## src/rtl/core/biq_pkg.sv

```systemverilog
`timescale 1ns / 1ps
// ----------------------------------------------------------------------------
// Biquad IIR package
// Payload types, microcode control word and the sequencer program.
// ----------------------------------------------------------------------------
package biq_pkg;

    localparam int SAMPLE_W = 16;
    localparam int COEF_W   = 16;
    localparam int PROD_W   = SAMPLE_W + COEF_W;
    localparam int ACC_W    = PROD_W + 3;
    localparam int MAG_W    = ACC_W - 1;
    localparam int DIV_ITERS = MAG_W / 2;
    localparam int CNT_W    = $clog2(DIV_ITERS);
    localparam int UCODE_LEN = 9;
    localparam int PC_W     = $clog2(UCODE_LEN);
    localparam int CFG_IDX_W = 3;

    localparam logic [CFG_IDX_W-1:0] REG_B0 = 3'd0;
    localparam logic [CFG_IDX_W-1:0] REG_B1 = 3'd1;
    localparam logic [CFG_IDX_W-1:0] REG_B2 = 3'd2;
    localparam logic [CFG_IDX_W-1:0] REG_A0 = 3'd3;
    localparam logic [CFG_IDX_W-1:0] REG_A1 = 3'd4;
    localparam logic [CFG_IDX_W-1:0] REG_A2 = 3'd5;

    typedef struct packed {
        logic signed [SAMPLE_W-1:0] sample_in;
        logic        [15:0]         sample_count;
    } biq_in_t;

    typedef struct packed {
        logic signed [SAMPLE_W-1:0] sample_out;
        logic                       fault;
    } biq_out_t;

    typedef enum logic [2:0] {
        MS_NONE,
        MS_B0X0,
        MS_B1X1,
        MS_B2X2,
        MS_A1Y1,
        MS_A2Y2
    } biq_msel_t;

    typedef enum logic [1:0] {
        ACC_HOLD,
        ACC_LOAD,
        ACC_ADD,
        ACC_SUB
    } biq_accop_t;

    typedef enum logic [1:0] {
        DIV_IDLE,
        DIV_INIT,
        DIV_STEP
    } biq_divop_t;

    typedef enum logic [1:0] {
        SEQ_NEXT,
        SEQ_LOOP,
        SEQ_DONE
    } biq_seq_t;

    typedef struct packed {
        biq_msel_t  msel;
        biq_accop_t accop;
        biq_divop_t divop;
        biq_seq_t   seq;
    } biq_ucode_t;

    typedef struct packed {
        logic init;
        logic step;
    } biq_div_ctl_t;

    function automatic biq_ucode_t biq_ucode(input logic [PC_W-1:0] pc);
        biq_ucode_t cw;
        cw = '{MS_NONE, ACC_HOLD, DIV_IDLE, SEQ_NEXT};
        unique case (pc)
            4'd0: cw = '{MS_B0X0, ACC_HOLD, DIV_IDLE, SEQ_NEXT};
            4'd1: cw = '{MS_B1X1, ACC_LOAD, DIV_IDLE, SEQ_NEXT};
            4'd2: cw = '{MS_B2X2, ACC_ADD,  DIV_IDLE, SEQ_NEXT};
            4'd3: cw = '{MS_A1Y1, ACC_ADD,  DIV_IDLE, SEQ_NEXT};
            4'd4: cw = '{MS_A2Y2, ACC_SUB,  DIV_IDLE, SEQ_NEXT};
            4'd5: cw = '{MS_NONE, ACC_SUB,  DIV_IDLE, SEQ_NEXT};
            4'd6: cw = '{MS_NONE, ACC_HOLD, DIV_INIT, SEQ_NEXT};
            4'd7: cw = '{MS_NONE, ACC_HOLD, DIV_STEP, SEQ_LOOP};
            4'd8: cw = '{MS_NONE, ACC_HOLD, DIV_IDLE, SEQ_DONE};
            default: cw = '{MS_NONE, ACC_HOLD, DIV_IDLE, SEQ_DONE};
        endcase
        return cw;
    endfunction

endpackage

```

## src/rtl/core/biquad_iir_filter.sv

```systemverilog
`timescale 1ns / 1ps
// ----------------------------------------------------------------------------
// Biquad IIR filter
// Direct form I second-order section with a microcoded multiply-accumulate
// and a divide by a0, saturating to 16 bits.
// ----------------------------------------------------------------------------
// One sample is accepted when the sequencer is idle and then goes through
// five multiply-accumulate steps on one shared 16x16 multiplier, a radix-4
// restoring divide by a0 that runs 17 iterations of the microcode loop, and
// a finish step that waits until the output register is free. No new sample
// is taken until the last one has finished; a finished result waits in the
// output register while the next sample is taken. Coefficients are signed
// Q2.14 and are written through cfg_wr_en / cfg_index / cfg_wdata; the user
// must write them only while the block is idle, which the block does not
// enforce. Indexes 0..5 are b0, b1, b2, a0, a1, a2, others are dropped.
// fault is set when the result clamps or a0 is zero.
// ----------------------------------------------------------------------------
module biquad_iir_filter #(
    parameter int HISTORY_DEPTH = 3
) (
    input  logic                               aclk,
    input  logic                               aresetn,
    input  logic                               s_valid,
    output logic                               s_ready,
    input  biq_pkg::biq_in_t                   s_data,
    output logic                               m_valid,
    input  logic                               m_ready,
    output biq_pkg::biq_out_t                  m_data,
    input  logic                               cfg_wr_en,
    input  logic [biq_pkg::CFG_IDX_W-1:0]      cfg_index,
    input  logic [biq_pkg::COEF_W-1:0]         cfg_wdata
);

    localparam int SLOT_W = $clog2(HISTORY_DEPTH);

    function automatic logic [1:0] mod3(input logic [15:0] v);
        logic [4:0] f1;
        logic [3:0] f2;
        logic [2:0] f3;
        f1 = 5'(v[1:0]) + 5'(v[3:2]) + 5'(v[5:4]) + 5'(v[7:6])
           + 5'(v[9:8]) + 5'(v[11:10]) + 5'(v[13:12]) + 5'(v[15:14]);
        f2 = 4'(f1[1:0]) + 4'(f1[3:2]) + 4'(f1[4]);
        f3 = 3'(f2[1:0]) + 3'(f2[3:2]);
        return (f3 >= 3'd3) ? 2'(f3 - 3'd3) : f3[1:0];
    endfunction

    function automatic logic [SLOT_W-1:0] back1(input logic [SLOT_W-1:0] s);
        return (s == '0) ? SLOT_W'(HISTORY_DEPTH - 1) : SLOT_W'(s - 1'b1);
    endfunction

    logic signed [15:0] b0_reg, b1_reg, b2_reg, a0_reg, a1_reg, a2_reg;
    logic signed [15:0] xh_reg [HISTORY_DEPTH];
    logic signed [15:0] yh_reg [HISTORY_DEPTH];

    logic [SLOT_W-1:0]  slot_reg, s1_reg, s2_reg;
    logic               busy_reg;
    logic [biq_pkg::PC_W-1:0]  pc_reg;
    logic [biq_pkg::CNT_W-1:0] cnt_reg;
    logic signed [biq_pkg::PROD_W-1:0] prod_reg;
    logic signed [biq_pkg::ACC_W-1:0]  acc_reg;
    logic               m_valid_reg;
    biq_pkg::biq_out_t  m_data_reg;

    biq_pkg::biq_ucode_t   cw;
    biq_pkg::biq_div_ctl_t div_ctl;
    logic [SLOT_W-1:0]     in_slot, in_s1;
    logic signed [15:0]    mul_a, mul_b;
    logic signed [biq_pkg::PROD_W-1:0] prod_next;
    logic signed [biq_pkg::ACC_W-1:0]  prod_ext;
    logic [biq_pkg::ACC_W-1:0] acc_neg;
    logic [biq_pkg::MAG_W-1:0] acc_mag, quo;
    logic [15:0]           a0_mag;
    logic                  q_neg, sat_pos, sat_neg, out_free, finish;
    logic signed [15:0]    y_next;
    logic                  fault_next;
    logic                  accept;

    assign accept   = s_valid && !busy_reg;
    assign s_ready  = !busy_reg;
    assign cw       = biq_pkg::biq_ucode(pc_reg);
    assign in_slot  = SLOT_W'(mod3(s_data.sample_count));
    assign in_s1    = back1(in_slot);
    assign out_free = !m_valid_reg || m_ready;
    assign finish   = busy_reg && (cw.seq == biq_pkg::SEQ_DONE) && out_free;

    always_comb begin
        mul_a = '0;
        mul_b = '0;
        unique case (cw.msel)
            biq_pkg::MS_B0X0: begin mul_a = b0_reg; mul_b = xh_reg[slot_reg]; end
            biq_pkg::MS_B1X1: begin mul_a = b1_reg; mul_b = xh_reg[s1_reg]; end
            biq_pkg::MS_B2X2: begin mul_a = b2_reg; mul_b = xh_reg[s2_reg]; end
            biq_pkg::MS_A1Y1: begin mul_a = a1_reg; mul_b = yh_reg[s1_reg]; end
            biq_pkg::MS_A2Y2: begin mul_a = a2_reg; mul_b = yh_reg[s2_reg]; end
            default: begin mul_a = '0; mul_b = '0; end
        endcase
        prod_next = mul_a * mul_b;
    end

    assign prod_ext = {{(biq_pkg::ACC_W - biq_pkg::PROD_W){prod_reg[biq_pkg::PROD_W-1]}},
                       prod_reg};
    assign acc_neg  = biq_pkg::ACC_W'(~acc_reg + 1'b1);
    assign acc_mag  = acc_reg[biq_pkg::ACC_W-1] ? acc_neg[biq_pkg::MAG_W-1:0]
                                                : acc_reg[biq_pkg::MAG_W-1:0];
    assign a0_mag   = a0_reg[15] ? 16'(~a0_reg + 1'b1) : a0_reg;

    assign div_ctl.init = busy_reg && (cw.divop == biq_pkg::DIV_INIT);
    assign div_ctl.step = busy_reg && (cw.divop == biq_pkg::DIV_STEP);

    biq_divider u_div (
        .aclk     (aclk),
        .ctl      (div_ctl),
        .dividend (acc_mag),
        .divisor  (a0_mag),
        .quotient (quo)
    );

    always_comb begin
        q_neg   = acc_reg[biq_pkg::ACC_W-1] ^ a0_reg[15];
        sat_pos = |quo[biq_pkg::MAG_W-1:15];
        sat_neg = (|quo[biq_pkg::MAG_W-1:16]) || (quo[15] && (|quo[14:0]));
        if (a0_reg == '0) begin
            y_next     = acc_reg[biq_pkg::ACC_W-1] ? 16'sh8000 : 16'sh7fff;
            fault_next = 1'b1;
        end else if (!q_neg && sat_pos) begin
            y_next     = 16'sh7fff;
            fault_next = 1'b1;
        end else if (q_neg && sat_neg) begin
            y_next     = 16'sh8000;
            fault_next = 1'b1;
        end else begin
            y_next     = q_neg ? 16'(~quo[15:0] + 1'b1) : quo[15:0];
            fault_next = 1'b0;
        end
    end

    always_ff @(posedge aclk) begin
        if (!aresetn) begin
            b0_reg      <= 16'sd16384;
            b1_reg      <= '0;
            b2_reg      <= '0;
            a0_reg      <= 16'sd16384;
            a1_reg      <= '0;
            a2_reg      <= '0;
            busy_reg    <= 1'b0;
            pc_reg      <= '0;
            m_valid_reg <= 1'b0;
            for (int i = 0; i < HISTORY_DEPTH; i++) begin
                xh_reg[i] <= '0;
                yh_reg[i] <= '0;
            end
        end else begin
            if (cfg_wr_en) begin
                unique case (cfg_index)
                    biq_pkg::REG_B0: b0_reg <= cfg_wdata;
                    biq_pkg::REG_B1: b1_reg <= cfg_wdata;
                    biq_pkg::REG_B2: b2_reg <= cfg_wdata;
                    biq_pkg::REG_A0: a0_reg <= cfg_wdata;
                    biq_pkg::REG_A1: a1_reg <= cfg_wdata;
                    biq_pkg::REG_A2: a2_reg <= cfg_wdata;
                    default: ;
                endcase
            end

            if (m_valid_reg && m_ready && !finish) begin
                m_valid_reg <= 1'b0;
            end

            if (accept) begin
                busy_reg        <= 1'b1;
                pc_reg          <= '0;
                xh_reg[in_slot] <= s_data.sample_in;
            end else if (busy_reg) begin
                case (cw.seq)
                    biq_pkg::SEQ_NEXT: pc_reg <= biq_pkg::PC_W'(pc_reg + 1'b1);
                    biq_pkg::SEQ_LOOP: begin
                        if (cnt_reg == '0) begin
                            pc_reg <= biq_pkg::PC_W'(pc_reg + 1'b1);
                        end
                    end
                    default: begin
                        if (out_free) begin
                            busy_reg         <= 1'b0;
                            m_valid_reg      <= 1'b1;
                            yh_reg[slot_reg] <= y_next;
                        end
                    end
                endcase
            end
        end
    end

    always_ff @(posedge aclk) begin
        if (accept) begin
            slot_reg <= in_slot;
            s1_reg   <= in_s1;
            s2_reg   <= back1(in_s1);
        end
        if (busy_reg && cw.msel != biq_pkg::MS_NONE) begin
            prod_reg <= prod_next;
        end
        if (busy_reg) begin
            case (cw.accop)
                biq_pkg::ACC_LOAD: acc_reg <= prod_ext;
                biq_pkg::ACC_ADD:  acc_reg <= biq_pkg::ACC_W'(acc_reg + prod_ext);
                biq_pkg::ACC_SUB:  acc_reg <= biq_pkg::ACC_W'(acc_reg - prod_ext);
                default: ;
            endcase
        end
        if (div_ctl.init) begin
            cnt_reg <= biq_pkg::CNT_W'(biq_pkg::DIV_ITERS - 1);
        end else if (div_ctl.step && cnt_reg != '0) begin
            cnt_reg <= biq_pkg::CNT_W'(cnt_reg - 1'b1);
        end
        if (finish) begin
            m_data_reg.sample_out <= y_next;
            m_data_reg.fault      <= fault_next;
        end
    end

    assign m_valid = m_valid_reg;
    assign m_data  = m_data_reg;

endmodule

```

## src/rtl/core/biq_divider.sv

```systemverilog
`timescale 1ns / 1ps
// ----------------------------------------------------------------------------
// Biquad divider
// Unsigned restoring divider, two quotient bits per step, MSB first.
// ----------------------------------------------------------------------------
module biq_divider (
    input  logic                       aclk,
    input  biq_pkg::biq_div_ctl_t      ctl,
    input  logic [biq_pkg::MAG_W-1:0]  dividend,
    input  logic [15:0]                divisor,
    output logic [biq_pkg::MAG_W-1:0]  quotient
);

    logic [biq_pkg::MAG_W-1:0] dq_reg;
    logic [15:0]               rem_reg;
    logic [15:0]               dv_reg;

    logic [16:0] t1, t2;
    logic [15:0] r1, r2;
    logic        b1, b2;

    always_comb begin
        t1 = {rem_reg, dq_reg[biq_pkg::MAG_W-1]};
        b1 = (t1 >= {1'b0, dv_reg});
        r1 = b1 ? 16'(t1 - {1'b0, dv_reg}) : t1[15:0];
        t2 = {r1, dq_reg[biq_pkg::MAG_W-2]};
        b2 = (t2 >= {1'b0, dv_reg});
        r2 = b2 ? 16'(t2 - {1'b0, dv_reg}) : t2[15:0];
    end

    always_ff @(posedge aclk) begin
        if (ctl.init) begin
            dq_reg  <= dividend;
            rem_reg <= '0;
            dv_reg  <= divisor;
        end else if (ctl.step) begin
            dq_reg  <= {dq_reg[biq_pkg::MAG_W-3:0], b1, b2};
            rem_reg <= r2;
        end
    end

    assign quotient = dq_reg;

endmodule

```

## config.mk

```make
export PLATFORM = sky130hd
export DESIGN_NAME = biquad_iir_filter
export DESIGN_NICKNAME = d
export VERILOG_FILES = /design/src/rtl/core/biq_pkg.sv /design/src/rtl/core/biquad_iir_filter.sv /design/src/rtl/core/biq_divider.sv
export SDC_FILE = /design/constraint.sdc
export NUM_CORES = 2
export LEC_CHECK = 0
export BUFFER_PORTS_ARGS = -buffer_cell sky130_fd_sc_hd__buf_2
export CAP_MARGIN = 20
export CELL_PAD_IN_SITES_DETAIL_PLACEMENT = 0
export CELL_PAD_IN_SITES_GLOBAL_PLACEMENT = 1
export CORE_ASPECT_RATIO = 1.4
export CORE_MARGIN = 2
export CORE_UTILIZATION = 55
export CTS_BUF_LIST = sky130_fd_sc_hd__clkbuf_16
export DETAILED_ROUTE_END_ITERATION = 7
export GPL_TIMING_DRIVEN = 0
export PLACE_DENSITY_LB_ADDON = 0.3
export RECOVER_POWER = 50
export SLEW_MARGIN = 20
export SYNTH_ARGS = -nofsm -noshare
export SYNTH_HDL_FRONTEND = slang
export SYNTH_SLANG_ARGS = --single-unit
```

## constraint.sdc

```tcl
create_clock -name aclk -period 21.7 [get_ports aclk]
set_input_delay 1.085 -clock aclk [delete_from_list [all_inputs] [get_ports aclk]]
set_output_delay 1.085 -clock aclk [all_outputs]
set_load 0.005 [all_outputs]
```

Word-level counts from Yosys, hierarchy flattened --
Memories as Yosys holds them, arrays and structs flattened. A register that Yosys moved wholly into a read port is not among the register bits. Index checks and enable logic that the tools add are counted.
Storage, ports and cells: bits in writable memories 96, word-level logic and storage cells 171, memories 3, bits in registers 263, output and inout bits 19, ROM bits 144, bits of input ports 56
Memory list:
- (no name shown) | depth 16, width 9, rd ports 1, clocked after memory_dff 1, wr ports 0, RTL line biq_pkg.sv:79 | unique case (pc)
- xh_reg | depth 3, width 16, rd ports 3, clocked after memory_dff 3, wr ports 3, RTL line biquad_iir_filter.sv:52 | logic signed [15:0] xh_reg [HISTORY_DEPTH];
- yh_reg | depth 3, width 16, rd ports 2, clocked after memory_dff 2, wr ports 3, RTL line biquad_iir_filter.sv:53 | logic signed [15:0] yh_reg [HISTORY_DEPTH];
Cells by class: $mul 1, mux-type cells 53, bitwise operators 5, $add $sub $neg 22, reduce and logical (&&, ||, !) cells 45, eq/ne operators 18, magnitude comparators 3
Operators by type and width (number):
- $pmux W16 S5 | 2
- $mux W16 | 9
- $pmux W35 S3 | 1
- $mux W34 | 3
- $add A35 B32 Y35 | 1
- $sub A35 B32 Y35 | 1
- $add A34 B1 Y34 const B | 1
- $ge A17 B16 Y1 | 2
- $not A34 Y34 | 1
- $add A16 B1 Y16 const B | 2
- $mul A16 B16 Y32 | 1
- $not A16 Y16 | 2
- $reduce_or A16 Y1 | 2
- $sub A16 B16 Y16 | 2
- $mux W1 | 22
- $mux W2 | 11
- $add A5 B2 Y5 | 4
- $reduce_or A19 Y1 | 1
- $reduce_or A18 Y1 | 1
- $logic_not A16 Y1 | 1
- $mux W15 | 1
- $reduce_or A15 Y1 | 1
- $reduce_and A2 Y1 | 7
- $eq A3 B2 Y1 const B | 4
- other kinds (29) | 64

Logic depth before layout (Yosys ltp) --
depth in word-level cells 17, depth in mapped cells 31, gate-level depth less buffers 28

Cells and area by module --
From an unflattened synthesis, not the netlist that was laid out.
Second synthesis, totals: cell total of the unflattened synthesis 3445, area, all modules 34124.0 µm²
By module, submodules not included:
- biquad_iir_filter | instances 1, sequential area each 8968.6 µm², cells each 2994, area each 29605.9 µm²
- biq_divider | instances 1, sequential area each 1821.7 µm², cells each 451, area each 4518.1 µm²

Worst setup path after synthesis --
OpenSTA, ideal clock, no wires.
kind register to register, from register (tool-made name), to register prod_reg[24] in the netlist's numbering (data pin), data required time 21442 ps, stages on the path, launching flop included 29, period minus slack after synthesis 7995 ps, slack 13705 ps, library setup time 258 ps, path buffers 3, arrival time 7737 ps, path through dfxtp_1 -> buf_2 -> buf_1 -> mux4_2 -> a22oi_1 -> nor2_1 -> a21oi_1 -> clkbuf_1 -> nor2_1 -> fa_1 -> inv_1 -> fa_1 -> fa_1 -> inv_1 -> fa_1 -> fa_1 -> inv_1 -> fa_1 -> inv_1 -> ha_1 -> a21o_1 -> a21oi_1 -> o211ai_1 -> a21oi_1 -> a21oi_1 -> or4_1 -> a31o_2 -> a21oi_1 -> xnor2_1
RTL lines:
- end signal: assignment | RTL line biquad_iir_filter.sv:200 | prod_reg <= prod_next;
- end: declaration | RTL line biquad_iir_filter.sv:59 | logic signed [biq_pkg::PROD_W-1:0] prod_reg;

Final worst setup path --
from register, netlist name cw[6], to register prod_reg[25] in the netlist's numbering (data pin)
Between the ends: cells in the longest elaborated chain, start to end 3, elaborated cells between the ends (all ways) 8, classes of those cells mul (1); eq/ne (5); mux (2)
RTL lines:
- $eq A3 B3 Y1 (tied with other cells) | RTL line biquad_iir_filter.sv:89 | unique case (cw.msel)
- $pmux W16 S5 | RTL line biquad_iir_filter.sv:89
- $mul A16 B16 Y32 * | RTL line biquad_iir_filter.sv:97 | prod_next = mul_a * mul_b;
- net prod_next, one bit | RTL line biquad_iir_filter.sv:68 | logic signed [biq_pkg::PROD_W-1:0] prod_next;
The timed path passes the listed nets; every way through them passes the cells marked *. A chain may end at the register's enable or synchronous reset.

==> reports/metrics.yaml <==
run_status:
  outcome: "finished with violations"
  violations: "max-capacitance violations"
yosys:
  synth_edf_count: 268
  syn_inst: 3420
  synth_sequential_area_ratio: 0.3207
  synth_seq_cells: 405
  synth_fp_nets: 3926
  yosys_warnings: 0
  avgSynthCellArea_um2: 9.837
  dominantRegCellSynth: "edfxtp_1"
  synth.cell_area_um2: 33640
  ys_top_cells_by_area: "edfxtp_1 24%, fa_1 17%, dfxtp_1 8.2%"
  synth_top_area_frac: 0.2392
  yosys.area.top_type: "edfxtp_1"
  async_reset_ff_frac: 0
  synth.distinct_cells: 72
timing:
  final.setup.tns_ns: 0
  fmax_mhz: 96.71
  rsz0062_at_grt: "false"
  setup_viol: 0
  hold_violations: 0
  fin_crit_ns: 10.34
  clock_skew_ns: 0.05553
  slew_viol_final: 0
  max_slew_margin: 0.01388
  min_period_over_period: 0.4765
  max_slew.worst_pin.slew_ns: 1.474
placed_design:
  place.gp.congestion: 0.9498
  dp.cells: 4321
  numPortBuffers: 74
  dp_hpwl_um: 75180
cells_and_area:
  drive_gt1_frac: 0.08617
  mostFrequentLayoutCells: "433 x inv_1, 423 x nand2_1, 324 x nor2_1, 280 x fa_1, 268 x edfxtp_1"
  final_common_cell: "inv_1"
  fin_cells: 4407
  syn_to_final_growth_pct: 8.807
  fin_nets: 4057
floorplan:
  start_util: 0.5547
  die_h_um: 296.6
  rows: 107
  dieWidth_um: 213.0
  coreArea_um2: 60650
  die-area_um2: 63190
  ios: 75
grt:
  grt_use_total: 0.3087
  grt_pass1_vias: 26930
  grt_pass1_wl_um: 148100
  antenna_found_initial: 7
  gr-total-overflow: 0
  grt_start_max_net_pins: 36
critical_path:
  critPathTopFamily: "adder cells"
  worstPathRequired_ns: 21.99
  cpMaxStageDelayCell: "clkbuf_1"
  path_buf_inv: 8
  crit_fanout: 10
  critical_path_depth: 28
  crit_path_start_kind: "register"
  max_stage_delay_ns: 0.84
  path_class: "reg -> reg"
  crit_top_cell: "fa_1"
  worst_ep_arrival_time_ns: 10.63
  critPathCaptureType: "register"
  worst_r2r_path_depth: 28
clock_network:
  postCtsSetupBuffers: 0
  cts_buffers: 44
  clkTransAtPathRegs_ns: 0.06
  cts_root_buf: "clkbuf_16"
  cts_hold_buffers: 0
  clock_sinks: 405
  cts_resized: 0
  htreeDepth: 2
  insertion_delay_ns: 0.61
  cts_tree: "built"
  cts_buffer_depth: 3
routing:
  drc: 0
  wire_per_inst_um: 21.39
  ant_nets: 0
  dr.pass1.iters: 6
  routed_wl_um: 94280
  vias: 25750
  via_per_inst: 5.844
  initialDrtViolationCount: 1709
flow_run:
  maxCapViolCount: 1
power_and_ir_drop:
  leakagePower_uw: 0.01539
  power.density_nw_per_um2: 130.6
  vdd_ir_drop_max_mv: 0.2267
min_path:
  hold_depth: 2
  worstHoldPathType: "reg -> reg"
-- tightest hold or removal path, cell delays in order (launching register included) --
cell,delay (ns)
edfxtp_1,0.32
nand2_1,0.05
nand2_1,0.05
-- cells in the mapped netlist, drive strengths merged, types with 6 or more instances --
master and n:
o211ai 6, clkbuf 125, nand3 29, fa 280, nor2 325, o31ai 30, a21oi 88, mux2 53
o21ai 176, nand2 423, dfxtp 137, a22o 14, and2 59, and3 16, a221o 8, inv 424
o21a 24, nor3 36, buf 17, nor2b 39, a22oi 13, o41ai 8, xnor2 103, a21boi 97
a21o 26, o22ai 9, xor2 80, nand2b 45, a31oi 7, mux4 80, or4 11, mux2i 43
or2 27, edfxtp 268, nand4 13, nor4 9, o21bai 9, a211oi 17, a221oi 13, or3 27
ha 170
-- area by class of cell --
class                           instances  area, µm²
Tap cell                              817       1022
Buffer                                142      546.8
Sequential cell                       405      10790
Clock inverter                         37      359.1
Clock buffer                           44       1101
Timing Repair Buffer                   85      420.4
Fill cell                            5182      24040
Inverter                              424       1592
Multi-Input combinational cell       2449      20760
Antenna cell                            4      10.01
-- final timing paths --
| kind | from | end | slack (ns) |
|---|---|---|---|
| setup reg to reg | cw[6]$_SDFF_PP0_ | prod_reg[25]$_DFFE_PP_ | 11.36 |
| hold / removal | s2_reg[1]$_SDFFCE_PN1P_ | register | 0.41 |
| setup / recovery | cw[6]$_SDFF_PP0_ | prod_reg[25]$_DFFE_PP_ | 11.36 |
| hold reg to reg | s2_reg[1]$_SDFFCE_PN1P_ | register | 0.41 |
-- cells by family (layout without fill, tap and decap cells) --
logic type	count (synthesis)	in the layout	synth area share
buffers and inverters	566	732	0.06378
adders and majority gates	450	450	0.2298
muxes	176	176	0.08409
and+or+nand+nor	1066	1066	0.1412
DFF	405	405	0.3207
xor gates and xnor gates	183	183	0.04764
other	0	4	0
AOI/OAI and AO/OA	574	574	0.1127
-- per-stage QoR --
stage / cell area [µm²] / setup WS, ns / total power (µW) / utilization / hold WS [ns]
2_1_floorplan: 33640 / 13.71 / 3174 / - / 0.4152
3_3_place_gp: 35040 / 11.57 / 3936 / 0.5777 / 0.4238
3_5_place_dp: 35220 / 11.61 / 4015 / 0.5808 / 0.4246
4_1_cts: 36680 / 11.53 / 4791 / 0.6049 / 0.4157
5_1_grt: 36600 / 11.00 / 5183 / 0.6035 / 0.4570
6_report: 36610 / 11.36 / 4782 / 0.6036 / 0.4079
-- routing by layer --
layer | track usage | wire (µm) | vias up
li1 | - | - | 11810
met1 | 0.3596 | 35070 | 12750
met2 | 0.5478 | 48030 | 901
met3 | 0.03695 | 5005 | 290
met4 | 0.1786 | 6151 | 4
met5 | 0 | 24 | -
-- where the power goes --
group	switching [µW]	total [µW]	internal, µW
Combinational	1730	2830	1100
Clock	333	767	433
Sequential	91.8	1180	1090
(Power assumes the default switching activity.)
